--- src/hw/rtl/bpfm_pkg.sv ---
package bpfm_pkg;

  // field widths fixed by the request and result formats
  localparam int INDEX_W   = 6;
  localparam int INDEX_SPAN = 64;
  localparam int LEN_W     = 7;
  localparam int LEN_SPAN  = 127;
  localparam int OUT_OFS_W = 32;

  typedef enum logic {
    CMD_LOAD   = 1'b0,
    CMD_SEARCH = 1'b1
  } cmd_t;

  typedef struct packed {
    cmd_t               command;
    logic [INDEX_W-1:0] pattern_index;
    logic [7:0]         data_byte;
    logic               last;
  } item_t;

  typedef struct packed {
    logic                 found;
    logic [OUT_OFS_W-1:0] match_offset;
  } result_t;

  // control broadcast to every cell of the chain
  typedef struct packed {
    logic               step;
    logic               clear;
    logic               load;
    logic [INDEX_W-1:0] index;
    logic [7:0]         data;
  } cell_ctrl_t;

endpackage

--- src/hw/rtl/bpfm_cell.sv ---
module bpfm_cell #(
  parameter int INDEX = 0
) (
  input  logic                   clk,
  input  logic                   rst,
  input  bpfm_pkg::cell_ctrl_t   ctrl,
  input  logic                   prev_match,
  output logic                   cur_match,
  output logic                   match
);
  import bpfm_pkg::*;

  logic [7:0] pattern;
  logic       loadable;

  // cells past the reach of the 6-bit index are never written
  generate
    if (INDEX < INDEX_SPAN) begin : g_idx
      assign loadable = ctrl.load && (ctrl.index == INDEX_W'(INDEX));
    end else begin : g_noidx
      assign loadable = 1'b0;
    end
  endgenerate

  assign cur_match = prev_match && (ctrl.data == pattern);

  always_ff @(posedge clk) begin
    if (loadable) begin
      pattern <= ctrl.data;
    end
  end

  always_ff @(posedge clk) begin
    if (rst) begin
      match <= 1'b0;
    end else if (ctrl.clear) begin
      match <= 1'b0;
    end else if (ctrl.step) begin
      match <= cur_match;
    end
  end

endmodule

--- src/hw/rtl/bpfm_out_buf.sv ---
module bpfm_out_buf (
  input  logic                clk,
  input  logic                rst,
  input  logic                push,
  input  bpfm_pkg::result_t   push_data,
  output logic                full,
  output logic                result_valid,
  input  logic                result_stall,
  output bpfm_pkg::result_t   result
);
  import bpfm_pkg::*;

  result_t skid;
  logic    skid_valid;
  logic    pop;

  assign pop  = result_valid && !result_stall;
  assign full = skid_valid;

  always_ff @(posedge clk) begin
    if (rst) begin
      result_valid <= 1'b0;
      skid_valid   <= 1'b0;
    end else if (pop) begin
      if (skid_valid) begin
        result       <= skid;
        skid_valid   <= 1'b0;
      end else begin
        result_valid <= push;
        result       <= push_data;
      end
    end else if (!result_valid) begin
      result_valid <= push;
      result       <= push_data;
    end else if (push) begin
      skid_valid   <= 1'b1;
      skid         <= push_data;
    end
  end

endmodule

--- src/hw/rtl/byte_pattern_first_match_unit.sv ---
// a result request is registered in the output buffer before it is offered
// throughput: one request per cycle unless stalled, loads and search bytes alike; the
//   byte compare runs in parallel in MAX_PATTERN chained cells, one pattern byte each
// a two-entry output buffer keeps the input open while one result waits
// reset (rst, synchronous): clears partial matches, position, hit flag, output buffer,
//   and sets pattern_length to 1; pattern bytes are undefined until loaded
module byte_pattern_first_match_unit #(
  parameter int MAX_PATTERN  = 64,
  parameter int OFFSET_WIDTH = 32
) (
  input  logic                              clk,
  input  logic                              rst,
  input  logic                              item_valid,
  output logic                              item_stall,
  input  bpfm_pkg::item_t                   item,
  output logic                              result_valid,
  input  logic                              result_stall,
  output bpfm_pkg::result_t                 result,
  input  logic                              cfg_we,
  input  logic [bpfm_pkg::LEN_W-1:0]        cfg_wdata
);
  import bpfm_pkg::*;

  // longest length the 7-bit register can select
  localparam int MAX_LEN = (MAX_PATTERN < LEN_SPAN) ? MAX_PATTERN : LEN_SPAN;

  // configuration
  logic [LEN_W-1:0] pattern_length;

  // search state
  logic [OFFSET_WIDTH-1:0] byte_position;
  logic                    hit_seen;

  // request decode
  logic       accept;
  logic       search;
  logic       step;
  logic       clear;
  logic       hit;
  logic       push;
  result_t    push_data;
  cell_ctrl_t ctrl;
  logic       buf_full;

  // length handling: zero acts as one, large values clamp to the chain length
  logic [LEN_W-1:0]        eff_len_m1;
  logic [OFFSET_WIDTH-1:0] start;

  // chain wiring
  logic [MAX_PATTERN-1:0] cur_vec;
  logic [MAX_PATTERN-1:0] match_vec;
  logic [MAX_PATTERN-1:0] end_sel;

  always_ff @(posedge clk) begin
    if (rst) begin
      pattern_length <= LEN_W'(1);
    end else if (cfg_we) begin
      pattern_length <= cfg_wdata;
    end
  end

  always_comb begin
    if (pattern_length == '0) begin
      eff_len_m1 = '0;
    end else if (pattern_length > LEN_W'(MAX_LEN)) begin
      eff_len_m1 = LEN_W'(MAX_LEN - 1);
    end else begin
      eff_len_m1 = pattern_length - LEN_W'(1);
    end
  end

  // input is held only while the skid entry is occupied
  assign item_stall = buf_full;
  assign accept     = item_valid && !item_stall;
  assign search     = accept && (item.command == CMD_SEARCH);
  assign step       = search && !hit_seen;
  assign clear      = search && item.last;

  assign ctrl.step  = step;
  assign ctrl.clear = clear;
  assign ctrl.load  = accept && (item.command == CMD_LOAD);
  assign ctrl.index = item.pattern_index;
  assign ctrl.data  = item.data_byte;

  // row of cells: each compares the byte against its pattern byte and
  // passes its partial-match bit to the next cell
  genvar gi;
  generate
    for (gi = 0; gi < MAX_PATTERN; gi++) begin : g_cell
      logic prev;
      if (gi == 0) begin : g_head
        assign prev = 1'b1;
      end else begin : g_link
        assign prev = match_vec[gi-1];
      end

      bpfm_cell #(
        .INDEX (gi)
      ) u_cell (
        .clk        (clk),
        .rst        (rst),
        .ctrl       (ctrl),
        .prev_match (prev),
        .cur_match  (cur_vec[gi]),
        .match      (match_vec[gi])
      );

      // tap of the cell that closes the pattern
      if (gi < MAX_LEN) begin : g_tap
        assign end_sel[gi] = (eff_len_m1 == LEN_W'(gi));
      end else begin : g_notap
        assign end_sel[gi] = 1'b0;
      end
    end
  endgenerate

  assign hit = step && (|(cur_vec & end_sel));

  // start offset, floored at zero while the position is short of the length
  always_comb begin
    if (byte_position >= OFFSET_WIDTH'(eff_len_m1)) begin
      start = byte_position - OFFSET_WIDTH'(eff_len_m1);
    end else begin
      start = '0;
    end
  end

  // found on the first hit, not-found on a last byte with no hit
  assign push                   = hit || (clear && !hit_seen);
  assign push_data.found        = hit;
  assign push_data.match_offset = hit ? OUT_OFS_W'(start) : '0;

  always_ff @(posedge clk) begin
    if (rst) begin
      byte_position <= '0;
      hit_seen      <= 1'b0;
    end else if (clear) begin
      byte_position <= '0;
      hit_seen      <= 1'b0;
    end else if (step) begin
      if (byte_position != '1) begin
        byte_position <= byte_position + 1'b1;
      end
      if (hit) begin
        hit_seen <= 1'b1;
      end
    end
  end

  bpfm_out_buf u_out_buf (
    .clk          (clk),
    .rst          (rst),
    .push         (push),
    .push_data    (push_data),
    .full         (buf_full),
    .result_valid (result_valid),
    .result_stall (result_stall),
    .result       (result)
  );

  // a new result request only follows a push
  a_rise_after_push: assert property (@(posedge clk) disable iff (rst)
    $rose(result_valid) |-> $past(push))
    else $error("result request without a push");

  // a hit always lies at or past the first byte, so the position has moved
  a_hit_pos: assert property (@(posedge clk) disable iff (rst)
    hit_seen |-> (byte_position != '0))
    else $error("hit flag set with position zero");

  // a hit not on a last byte sets the hit flag
  a_hit_flag: assert property (@(posedge clk) disable iff (rst)
    (hit && !clear) |=> hit_seen)
    else $error("hit flag missing after a hit");

  // a push comes only from an accepted request
  a_push_accept: assert property (@(posedge clk) disable iff (rst)
    push |-> !item_stall)
    else $error("push while input is stalled");

endmodule

--- config.mk ---
export PLATFORM = sky130hd
export DESIGN_NAME = byte_pattern_first_match_unit
export DESIGN_NICKNAME = d
export VERILOG_FILES = /design/src/hw/rtl/bpfm_pkg.sv /design/src/hw/rtl/bpfm_cell.sv /design/src/hw/rtl/bpfm_out_buf.sv /design/src/hw/rtl/byte_pattern_first_match_unit.sv
export SDC_FILE = /design/constraint.sdc
export NUM_CORES = 1
export LEC_CHECK = 0
export BUFFER_PORTS_ARGS = -buffer_cell sky130_fd_sc_hd__buf_2
export CELL_PAD_IN_SITES_DETAIL_PLACEMENT = 2
export CELL_PAD_IN_SITES_GLOBAL_PLACEMENT = 2
export CORE_ASPECT_RATIO = 2
export CORE_MARGIN = 2
export CORE_UTILIZATION = 40
export DETAILED_ROUTE_END_ITERATION = 16
export HOLD_SLACK_MARGIN = 0.02
export MAX_ROUTING_LAYER = met4
export PLACE_DENSITY = 0.84
export SLEW_MARGIN = 0
export SYNTH_ARGS = -nofsm -noshare
export SYNTH_HDL_FRONTEND = slang
export SYNTH_SLANG_ARGS = --single-unit
export TNS_END_PERCENT = 100
--- constraint.sdc ---
create_clock -name clk -period 9.48 [get_ports clk]
set_clock_uncertainty 0.1 [all_clocks]
set_input_delay 0.474 -clock clk [delete_from_list [all_inputs] [get_ports clk]]
set_output_delay 0.474 -clock clk [all_outputs]
set_load 0.01 [all_outputs]
==> summary.md, run 1 <==
| Metric | Value |
|---|---|
| EDFF count, synth | `578` |
| Critical path arrival | `5.96 ns` |
| Final instance area | `33500 µm²` |
| R2R Path Start | `pattern_length[3]$_SDFFE_PP0P_` |
| Worst-path clk slew | `0.07 ns` |
| Worst flop-to-flop path endpoint | `u_out_buf.result[30]$_DFFE_PP_` |
| Pre-CTS WS | `3.91 ns` |
| Hold Crit Class | `input pin to flip-flop` |
| Setup CP Type | `flip-flop to flip-flop` |
| Total power | `6.37 mW` |
| Initial antenna violation count | `2` |
| Worst r2r path cells | `12` |
| Max cap viols | `0` |
| RSZ-0062 raised after global routing | `false` |
| Post-Route WL | `99800 µm` |
| Pwr dens | `190 nW/µm²` |
| Post-CTS Resized | `0` |
| Seq cells post-synth | `683` |
| Distinct cells, synth | `61` |
| Slowest CP cell | `nor4_1` |
| IO Pins | `63` |
| # port buffers | `62` |
| CTS Root Cell | `clkbuf_16` |
| Final Hold Viols | `0` |
| Fin crit share | `60.3%` |
| Ys flop type | `edfxtp_1` |
| Area growth, synth to finish | `11.4%` |
| Number of global-route vias before repair | `22055` |
| CP Launch Type | `flip-flop` |
| Sink Count | `683` |
| Syn Nets | `2386` |
| Int Power | `4.85 mW` |
| Final ANT Viol Nets | `0` |
| TritonCTS Buffers | `58` |
| Vias after detailed routing | `19387` |
| CTS tree | `built` |
| Finish-stage setup viols | `0` |
| Critical Path RT | `9.72 ns` |
| Layout cells sized above 1 | `8.76%` |
| Total GRT Usage | `26.7%` |
| Die Area | `77500 µm²` |
| Bufs on Longest Clock Path | `3` |
| Crit-path cells | `nor4_1 > nand2_1 > a21boi_0 > ha_1 > nand3b_1 > a21oi_1 > o21ai_0 > and3_1 > nand4b_1 > o211ai_4 > buf_4 > o21ai_0` |
| Final WS setup | `3.76 ns` |
| DIE HEIGHT | `392 µm` |
| Pin count of the biggest net entering global routing | `80` |
| Max IR drop VDD | `139 µV` |
| Fill count | `7198` |
| Max frequency | `175 MHz` |
| Starting Density | `40.3%` |
| Reg2Reg Setup Slack | `3.76 ns` |
| CP endpoint | `u_out_buf.result[30]$_DFFE_PP_` |
| Placer Congestion | `0.934` |
| Remaining global-route overflow | `0` |
| Net Sw Frac | `23.8%` |
| Placed cell area | `31400 µm²` |
| Critical path fanouts, max | `62` |
| Post-Layout Cell Count | `3382` |
| Drt pass-1 iters | `5` |
| Clk pwr share | `40.9%` |
| Syn Area/Cell | `12.8 µm²` |
| Clk_lat worst skew | `0.64 ns` |
| Post-synthesis sequential area ratio | `64.7%` |
| Leakage | `10.1 nW` |
| Comb power frac | `7.5%` |
| CP endpoint kind | `flip-flop` |
| H-tree depth | `2` |
| Residual DRC | `0` |
| Commonest cells after routing, fill and taps aside | `578 x edfxtp_1, 524 x xnor2_1, 200 x nand2_1` |
| Routed vias/inst | `5.73` |
| CP peak stage delay | `1.17 ns` |
| Final Critical Period | `5.72 ns` |
| Max_slew headroom | `9.38%` |
| Synth warnings | `0` |
| P_sw | `1.52 mW` |
| Setup tns final | `0 ns` |
| Sequential power share | `51.6%` |
| Status | `finished clean` |
| Post-DP HPWL | `64100 µm` |
| Placed insts | `3266` |
| Drt initial violations | `1380` |
| Chip Width | `198 µm` |
| Share of flip-flops with an asynchronous set or reset | `0%` |
| Crit path launch | `pattern_length[3]$_SDFFE_PP0P_` |
| Layout Nets | `2434` |
| Routed len/inst | `29.5 µm` |
| Mapped Cells | `2347` |
| Cell Area, Synth | `30100 µm²` |
| Least-Margin Pin Slew | `1.35 ns` |
| Leading cell type in the layout, fill and taps excluded | `edfxtp_1` |
| Core box area | `74600 µm²` |
| First-pass GRT wire length | `147000 µm` |
| Slew Limit Fails | `0` |
| Row count | `142` |
| Crit-path most repeated cell | `o21ai_0` |
==> power groups by stage <==
stage	combinational [mW]	sequential [mW]	clock [mW]
6_report	0.479	3.28	2.60
3_3_place_gp	0.436	3.35	0
4_1_cts	0.480	3.28	2.65
2_1_floorplan	0.284	3.35	0
3_5_place_dp	0.468	3.35	0
5_1_grt	0.508	3.28	2.74
==> logic make-up (layout without fill, tap and decap cells) <==
group,after synthesis,count (layout),synth area share (%)
AND/OR/NAND/NOR,732,732,11.5
multiplexers,17,17,0.566
other,0,2,0
buffers and inverters,139,236,2.07
AO/OA/AOI/OAI,191,191,3.91
flip-flops,683,683,64.7
adder cells (fa/ha/maj),13,13,0.550
XOR/XNOR,572,572,16.7
==> worst min-delay path by stage <==
stage / start / to / slack, ns / cells after the start
after floorplan: g_cell[12].u_cell.match$_SDFFE_PP0P_ / g_cell[12].u_cell.match$_SDFFE_PP0P_ / 0.33 / 2
after global placement: g_cell[62].u_cell.match$_SDFFE_PP0P_ / g_cell[62].u_cell.match$_SDFFE_PP0P_ / 0.34 / 2
after detailed placement: g_cell[24].u_cell.match$_SDFFE_PP0P_ / g_cell[24].u_cell.match$_SDFFE_PP0P_ / 0.36 / 2
after CTS: cfg_wdata[1] / pattern_length[1]$_SDFFE_PP0P_ / 0.03 / 3
after global routing: cfg_wdata[3] / pattern_length[3]$_SDFFE_PP0P_ / 0.07 / 3
final: cfg_wdata[1] / pattern_length[1]$_SDFFE_PP0P_ / 0.04 / 3
==> sequential cells by signal, indices dropped and copies added, names as in the netlist <==
| name | flops |
|---|---|
| g_cell.u_cell.pattern | 512 |
| g_cell.u_cell.match | 63 |
| u_out_buf.result | 33 |
| u_out_buf.skid | 33 |
| byte_position | 32 |
| pattern_length | 7 |
| hit_seen | 1 |
| u_out_buf.full | 1 |
| u_out_buf.result_valid | 1 |
==> through the flow <==
step	hold WS [ns]	utilization, %
floorplan	0.332	-
global placement	0.339	42.1
detailed placement	0.361	42.1
CTS	0.0330	44.9
global route	0.0728	44.9
finish	0.0446	44.9
==> layout make-up <==
type | count | area [µm²] | share of cell area, %
Sequential cell | 683 | 19500 | 58.1
Multi-Input combinational cell | 1525 | 10000 | 29.9
Clock inverter | 34 | 433 | 1.29
Inverter | 23 | 86.3 | 0.258
Timing Repair Buffer | 104 | 726 | 2.17
Tap cell | 936 | 1170 | 3.50
Antenna cell | 2 | 5.00 | 0.0149
Clock buffer | 75 | 1590 | 4.73
==> repair_timing <==
item | in CTS | in global routing
hold buffers | 5 | 0
setup endpoints to repair | 0 | 0
hold endpoints to repair | 5 | 0
buffers inserted | 0 | 0
==> worst max-delay path: cells and delay by family (launching register included) <==
family	cells	cell delay, ns
simple gates	5	2.51
flops	1	0.47
fa+ha+maj	1	0.34
compound gates	5	1.47
buf+inv	1	0.51
==> metal layers <==
| metal | GRT usage, % | up-vias | wire (µm) |
|---|---|---|---|
| met3 | 3.37 | 338 | 3930 |
| met1 | 26.0 | 9986 | 34100 |
| li1 | - | 8431 | - |
| met2 | 47.6 | 632 | 52600 |
| met5 | - | - | 0 |
| met4 | 20.9 | 0 | 9260 |
==> synth_stat cells (6+ instances only) <==
cell / n / area (µm²)
buf_4: 6 / 45.0
o21ai_1: 30 / 150
nand2_1: 202 / 758
nand4_1: 81 / 507
buf_2: 61 / 305
nor3_1: 65 / 325
dfxtp_1: 105 / 2100
a21oi_1: 73 / 365
o21ai_0: 25 / 125
edfxtp_1: 578 / 17400
mux2i_1: 17 / 170
nand3_1: 89 / 445
nor2_1: 198 / 743
or3_1: 8 / 50.1
a22oi_1: 6 / 45.0
o211ai_1: 8 / 60.1
nor2b_1: 10 / 62.6
xnor2_1: 524 / 4590
a2111oi_0: 11 / 96.3
inv_1: 23 / 86.3
clkbuf_1: 46 / 173
xor2_1: 48 / 420
nor4_1: 45 / 282
ha_1: 10 / 125
(Power assumes the default switching activity.)
==> inputs of run 2 (changes only) <==
==> constraint.sdc (replaced) <==
create_clock -name clk -period 5.7 [get_ports clk]
set_clock_uncertainty 0.1 [all_clocks]
set_input_delay 0.285 -clock clk [delete_from_list [all_inputs] [get_ports clk]]
set_output_delay 0.285 -clock clk [all_outputs]
set_load 0.01 [all_outputs]
==> run 2 against run 1 <==
Against the previous run:
- global-route usage rose by 1.8 points
- via count rose by 2.8%
- combinational power rose by 78%
- wire length rose by 6.3%
- critical path depth did not move
- first-iteration DRC count fell by 4.0%
- non-clock buffer count rose by 73
- cell count rose by 2.2%
- clock-buffer cell count rose by 4
==> summary.md, run 2 (synthesis results as in run 1) <==
| Metric | Value |
|---|---|
| Setup CP Type | `flip-flop to flip-flop` |
| Reg with most FFs | `g_cell.u_cell.pattern` |
| Slew Limit Fails | `0 (unchanged)` |
| H-tree depth | `2 (unchanged)` |
| Routed len/inst | `30.7 µm (+4.1%)` |
| Final Hold Viols | `0 (unchanged)` |
| Final instance area | `34100 µm² (+1.8%)` |
| Hold Crit Class | `input pin to flip-flop` |
| Util after Layout | `45.7% (+0.80 points)` |
| Post-DP HPWL | `69500 µm (+8.5%)` |
| Least-Margin Pin Slew | `1.33 ns (-0.0210 ns)` |
| Placer Congestion | `0.947 (+1.4%)` |
| Post-Layout Cell Count | `3455 (+2.2%)` |
| Fin crit share | `90.1% (+30 points)` |
| Vias after detailed routing | `19928 (+2.8%)` |
| Finish-stage setup viols | `0 (unchanged)` |
| Area growth, synth to finish | `13.4%` |
| Hold buffers post-CTS | `21 (+16)` |
| Die Area | `77500 µm² (unchanged)` |
| Leakage | `10.5 nW (+3.4%)` |
| Drt initial violations | `1325 (-4.0%)` |
| Drt pass-1 iters | `5 (unchanged)` |
| Max IR drop VDD | `240 µV (+72%)` |
| Starting Density | `40.3% (unchanged)` |
| Antenna diodes | `0 (-2)` |
| Setup Buffers After CTS | `0 (unchanged)` |
| Post-Route WL | `106000 µm (+6.3%)` |
| CP endpoint kind | `flip-flop` |
| Pin count of the biggest net entering global routing | `59 (-26%)` |
| Chip Width | `198 µm (unchanged)` |
| CP Launch Type | `flip-flop` |
| Max frequency | `195 MHz (+11%)` |
| Row count | `142 (unchanged)` |
| Critical path fanouts, max | `33 (-47%)` |
| CTS Root Cell | `clkbuf_16` |
| Placed cell area | `31900 µm² (+1.6%)` |
| Residual DRC | `0 (unchanged)` |
| Max_slew headroom | `10.8% (+1.4 points)` |
| Max cap viols | `0 (unchanged)` |
| RSZ-0062 raised after global routing | `false` |
| Layout cells sized above 1 | `10.3% (+1.5 points)` |
| TritonCTS Buffers | `59 (+1.7%)` |
| DIE HEIGHT | `392 µm (unchanged)` |
| Remaining global-route overflow | `0 (unchanged)` |
| Number of global-route vias before repair | `22840 (+3.6%)` |
| Largest register FFs | `512 (unchanged)` |
| Pwr dens | `308 nW/µm² (+62%)` |
| First-pass GRT wire length | `156000 µm (+5.8%)` |
| Final WS setup | `0.563 ns (-3.20 ns)` |
| Status | `finished clean` |
| Commonest cells after routing, fill and taps aside | `578 x edfxtp_1, 524 x xnor2_1, 200 x nand2_1` |
| Layout Nets | `2508 (+3.0%)` |
| Total GRT Usage | `28.5% (+1.8 points)` |
| Core box area | `74600 µm² (unchanged)` |
| Top flop regs | `g_cell.u_cell.pattern x512, g_cell.u_cell.match x63` |
| # port buffers | `62 (unchanged)` |
| CTS tree | `built` |
| Final ANT Viol Nets | `0 (unchanged)` |
| Critical path arrival | `5.31 ns (-0.65 ns)` |
| Worst-path clk slew | `0.07 ns (about the same)` |
| Routed vias/inst | `5.77 (+0.62%)` |
| Leading cell type in the layout, fill and taps excluded | `edfxtp_1` |
| Bufs on Longest Clock Path | `3 (unchanged)` |
| Placed insts | `3323 (+1.7%)` |
| Initial antenna violation count | `1 (-1)` |
| Sink Count | `683 (unchanged)` |
| Clk_lat worst skew | `0.66 ns (+0.02 ns)` |
| IO Pins | `63 (unchanged)` |
| Final Critical Period | `5.14 ns (-0.579 ns)` |
| Post-CTS Resized | `0 (unchanged)` |
| Critical Path RT | `5.88 ns (-3.84 ns)` |
| Setup tns final | `0 ns (unchanged)` |
| Pre-CTS WS | `0.571 ns (-3.34 ns)` |
==> run 2: changes by cell type in the layout (fill, tap and decap cells not counted), moves of 2 or more <==
cell | previous run | this run
clkinv_1 | 3 | 9
buf_4 | 34 | 84
clkbuf_8 | 7 | 3
diode_2 | 2 | 0
buf_12 | 3 | 10
clkbuf_1 | 10 | 17
bufinv_16 | 9 | 6
clkinv_2 | 11 | 9
clkinvlp_4 | 6 | 3
dlygate4sd3_1 | 5 | 21
==> run 2: report_power, final <==
part | switching, mW | internal (mW)
registers | 0.0221 | 5.44
logic | 0.576 | 0.279
clock network | 1.95 | 2.23
total | 2.55 | 7.95
==> run 2: layout make-up <==
| type | count | area (µm²) |
|---|---|---|
| sequential | 683 | 19500 |
| tap | 936 | 1170 |
| timing repair buffer | 177 | 1400 |
| clock buffer | 79 | 1580 |
| clock inverter | 32 | 354 |
| multi-input combinational | 1525 | 10000 |
| fill | 7246 | 40500 |
| inverter | 23 | 86.3 |
==> run 2: path summary, 6_finish.rpt <==
path	cells past startpoint	slack, ns	endpoint	start
max	12	0.56	u_out_buf.skid[19]$_DFFE_PP_	pattern_length[0]$_SDFFE_PP1P_
min	1	0.02	g_cell[7].u_cell.pattern[2]$_DFFE_PP_	item[3]
max reg2reg	12	0.56	u_out_buf.skid[19]$_DFFE_PP_	pattern_length[0]$_SDFFE_PP1P_
min reg2reg	2	0.38	g_cell[60].u_cell.match$_SDFFE_PP0P_	g_cell[60].u_cell.match$_SDFFE_PP0P_
==> run 2: per-stage QoR <==
stage / hold WS (ns) / power [mW]
5_1_grt: 0.0215 / 10.7
2_1_floorplan: 0.284 / 6.04
3_3_place_gp: 0.338 / 6.33
4_1_cts: 0.0213 / 10.6
3_5_place_dp: 0.351 / 6.39
6_report: 0.0231 / 10.5
==> run 2: critical path, cell delays in order (launching register included) <==
cell and delay [ns]:
dfxtp_1 0.60, inv_1 0.18, ha_1 0.36, inv_1 0.30, nor2_2 0.15, nor4_1 1.03, a222oi_1 0.31, o2111ai_1 0.33
nor3_2 0.10, nor3_1 0.30, nor2_1 0.17, a2111oi_4 0.36, buf_4 0.47
==> run 2: metal layers <==
metal	GRT usage [%]	share of wire (%)	up-vias
met5	-	0	-
met4	23.2	9.9	0
met3	3.74	4.2	413
met2	50.4	52	718
met1	27.6	34	10226
li1	-	-	8571
==> inputs of run 3 (changes only) <==
--- a/config.mk
+++ b/config.mk
@@ -11,6 +11,7 @@
 export CORE_ASPECT_RATIO = 2
 export CORE_MARGIN = 2
 export CORE_UTILIZATION = 40
+export CTS_BUF_LIST = sky130_fd_sc_hd__clkbuf_2
 export DETAILED_ROUTE_END_ITERATION = 16
 export HOLD_SLACK_MARGIN = 0.02
 export MAX_ROUTING_LAYER = met4
==> run 3 against run 2 <==
Against the previous run:
- the flow now finishes with violations (max-capacitance violations, max-slew violations)
- non-clock buffer count increased by 51
- first-iteration DRC count increased by 18%
- setup slack got worse by 0.31 ns
- hold slack improved by 0.14 ns
- clock-buffer cell count increased by 128
- combinational power increased by 11%
- critical path type unchanged
==> summary.md, run 3 (synthesis results as in run 1) <==
| Metric | Value |
|---|---|
| Crit path launch | `pattern_length[0]$_SDFFE_PP1P_` |
| Leading cell type in the layout, fill and taps excluded | `edfxtp_1` |
| Sink Count | `683 (unchanged)` |
| CP endpoint | `u_out_buf.result[30]$_DFFE_PP_` |
| Reg2Reg Setup Slack | `0.25 ns (-0.31 ns)` |
| Largest register FFs | `512 (unchanged)` |
| Multi-input gate area | `10000 µm² (+0.12%)` |
| Pwr dens | `288 nW/µm² (-6.5%)` |
| # port buffers | `62 (unchanged)` |
| Initial antenna violation count | `8 (+7)` |
| Placer Congestion | `0.947 (unchanged)` |
| Post-Route WL | `120000 µm (+13%)` |
| Failing checks | `max-capacitance violations, max-slew violations` |
| CTS tree | `built` |
| Routed len/inst | `32.6 µm (+6.2%)` |
| Worst path bufs/invs | `4 (+1)` |
| Setup Buffers After CTS | `0 (unchanged)` |
| Post-DP HPWL | `69500 µm (unchanged)` |
| R2R Path Start | `pattern_length[0]$_SDFFE_PP1P_` |
| CTS Root Cell | `clkbuf_2` |
| CP peak stage delay | `0.67 ns (-0.36 ns)` |
| Min-delay src | `item[7]` |
| CP endpoint kind | `flip-flop` |
| Worst-path clk slew | `0.19 ns (+0.12 ns)` |
| First-pass GRT wire length | `173000 µm (+11%)` |
| Setup tns final | `0 ns (unchanged)` |
| Reg with most FFs | `g_cell.u_cell.pattern` |
| Final Critical Period | `5.45 ns (+0.312 ns)` |
| Commonest cells after routing, fill and taps aside | `578 x edfxtp_1, 524 x xnor2_1, 207 x clkbuf_2` |
| Status | `complete, but fails checks` |
| Layout Nets | `2647 (+5.5%)` |
| Critical path depth | `15 (+3)` |
| Starting Density | `40.3% (unchanged)` |
| Least-Margin Pin Slew | `1.57 ns (+0.240 ns)` |
| Pin count of the biggest net entering global routing | `54 (-8.5%)` |
| Hold Crit Class | `input pin to flip-flop` |
| Drt pass-1 iters | `7 (+2)` |
| Max frequency | `184 MHz (-5.7%)` |
| DIE HEIGHT | `392 µm (unchanged)` |
| Layout cells sized above 1 | `15.0% (+4.7 points)` |
| Critical path fanouts, max | `34 (+3.0%)` |
| Slowest CP cell | `dfxtp_1` |
| Leakage | `10.8 nW (+3.5%)` |
| H-tree depth | `4 (+2)` |
| Final Hold Viols | `0 (unchanged)` |
| Core box area | `74600 µm² (unchanged)` |
| Max IR drop VDD | `148 µV (-38%)` |
| Critical Path RT | `6.60 ns (+0.72 ns)` |
| Clk_lat worst skew | `1.37 ns (+0.71 ns)` |
| TritonCTS Buffers | `147 (+150%)` |
| Vias after detailed routing | `21682 (+8.8%)` |
| Die Area | `77500 µm² (unchanged)` |
| IO Pins | `63 (unchanged)` |
| Final hold slack | `0.161 ns (+0.138 ns)` |
| Area growth, synth to finish | `13.8%` |
| Total GRT Usage | `32.3% (+3.9 points)` |
| Residual DRC | `0 (unchanged)` |
| Max cap viols | `1 (+1)` |
| Fin crit share | `95.6% (+5.5 points)` |
| Slew Limit Fails | `3 (+3)` |
| Fill count | `7307 (+0.84%)` |
| Routed vias/inst | `5.90 (+2.3%)` |
| Drt initial violations | `1567 (+18%)` |
| Chip Width | `198 µm (unchanged)` |
| Row count | `142 (unchanged)` |
| CP Launch Type | `flip-flop` |
| Worst flop-to-flop path endpoint | `u_out_buf.result[30]$_DFFE_PP_` |
| Crit-path cells | `inv_1 > ha_1 > inv_1 > o21ai_0 > o21ai_1 > inv_1 > ha_1 > nand3b_1 > a21oi_1 > o21ai_0 > and3_1 > nand4b_1 > o211ai_4 > buf_12 > o21ai_0` |
| Bufs on Longest Clock Path | `3 (unchanged)` |
| Register area | `19500 µm² (unchanged)` |
| Critical path arrival | `6.35 ns (+1.04 ns)` |
| Finish-stage setup viols | `0 (unchanged)` |
| Setup CP Type | `flip-flop to flip-flop` |
| Remaining global-route overflow | `0 (unchanged)` |
| RSZ-0062 raised after global routing | `false` |
| Max_slew headroom | `-5.21% (-16 points)` |
| Number of global-route vias before repair | `24478 (+7.2%)` |
| Final ANT Viol Nets | `0 (unchanged)` |
| Total power | `9.85 mW (-6.2%)` |
| Top flop regs | `g_cell.u_cell.pattern x512, g_cell.u_cell.match x63` |
| Worst r2r path cells | `15 (+3)` |
| Top Family by Delay on Critical Path | `compound AO/OA/AOI/OAI gates` |
==> run 3: area by class of cell <==
class,count,area share (%)
flip-flops and latches,683,56.9
multi-input cells,1525,29.4
repair buffers,228,5.83
well taps,936,3.43
clock buffers,207,3.03
clock inverters,61,1.09
inverters,23,0.253
diodes,10,0.0732
==> run 3: tightest hold or removal path, cell delays in order <==
cell	delay [ns]
dlygate4sd3_1	0.58
buf_6	0.28
buf_4	0.28
==> run 3: layer usage <==
metal | vias to the layer above | share of wire [%] | track usage (%)
li1 | 8956 | - | -
met1 | 10974 | 32 | 30.3
met2 | 1149 | 51 | 54.1
met3 | 603 | 6.3 | 7.23
met4 | 0 | 11 | 30.6
met5 | - | 0 | -
==> run 3: repair_timing <==
action                    in CTS  in global routing
hold endpoints to repair    1235                  0
hold buffers                  72                  0
gates resized for setup        0                  0
==> run 3: power breakdown <==
group | switching [mW] | internal (mW) | total (mW)
combinational | 0.635 | 0.309 | 0.944
clock | 2.23 | 1.21 | 3.44
sequential | 0.0237 | 5.43 | 5.46
==> run 3: worst min path at each step <==
stage | end | slack [ns] | depth (start not counted)
after global placement | g_cell[3].u_cell.match$_SDFFE_PP0P_ | 0.34 | 2
after floorplan | g_cell[0].u_cell.pattern[0]$_DFFE_PP_ | 0.28 | 0
after detailed placement | g_cell[57].u_cell.match$_SDFFE_PP0P_ | 0.35 | 2
final | g_cell[46].u_cell.pattern[6]$_DFFE_PP_ | 0.16 | 3
after global routing | g_cell[45].u_cell.pattern[6]$_DFFE_PP_ | 0.09 | 3
after CTS | g_cell[45].u_cell.pattern[6]$_DFFE_PP_ | 0.04 | 3
==> run 3: stage by stage <==
stage / cell area (µm²) / setup slack, ns / utilization, % / instances
after floorplan: 30100 / 0.427 / - / 2347
after global placement: 31900 / 0.779 / 42.8 / 3323
after detailed placement: 31900 / 0.571 / 42.8 / 3323
after CTS: 34100 / 0.508 / 45.8 / 3663
after global routing: 34200 / 0.0192 / 45.8 / 3672
final: 34200 / 0.251 / 45.8 / 3673
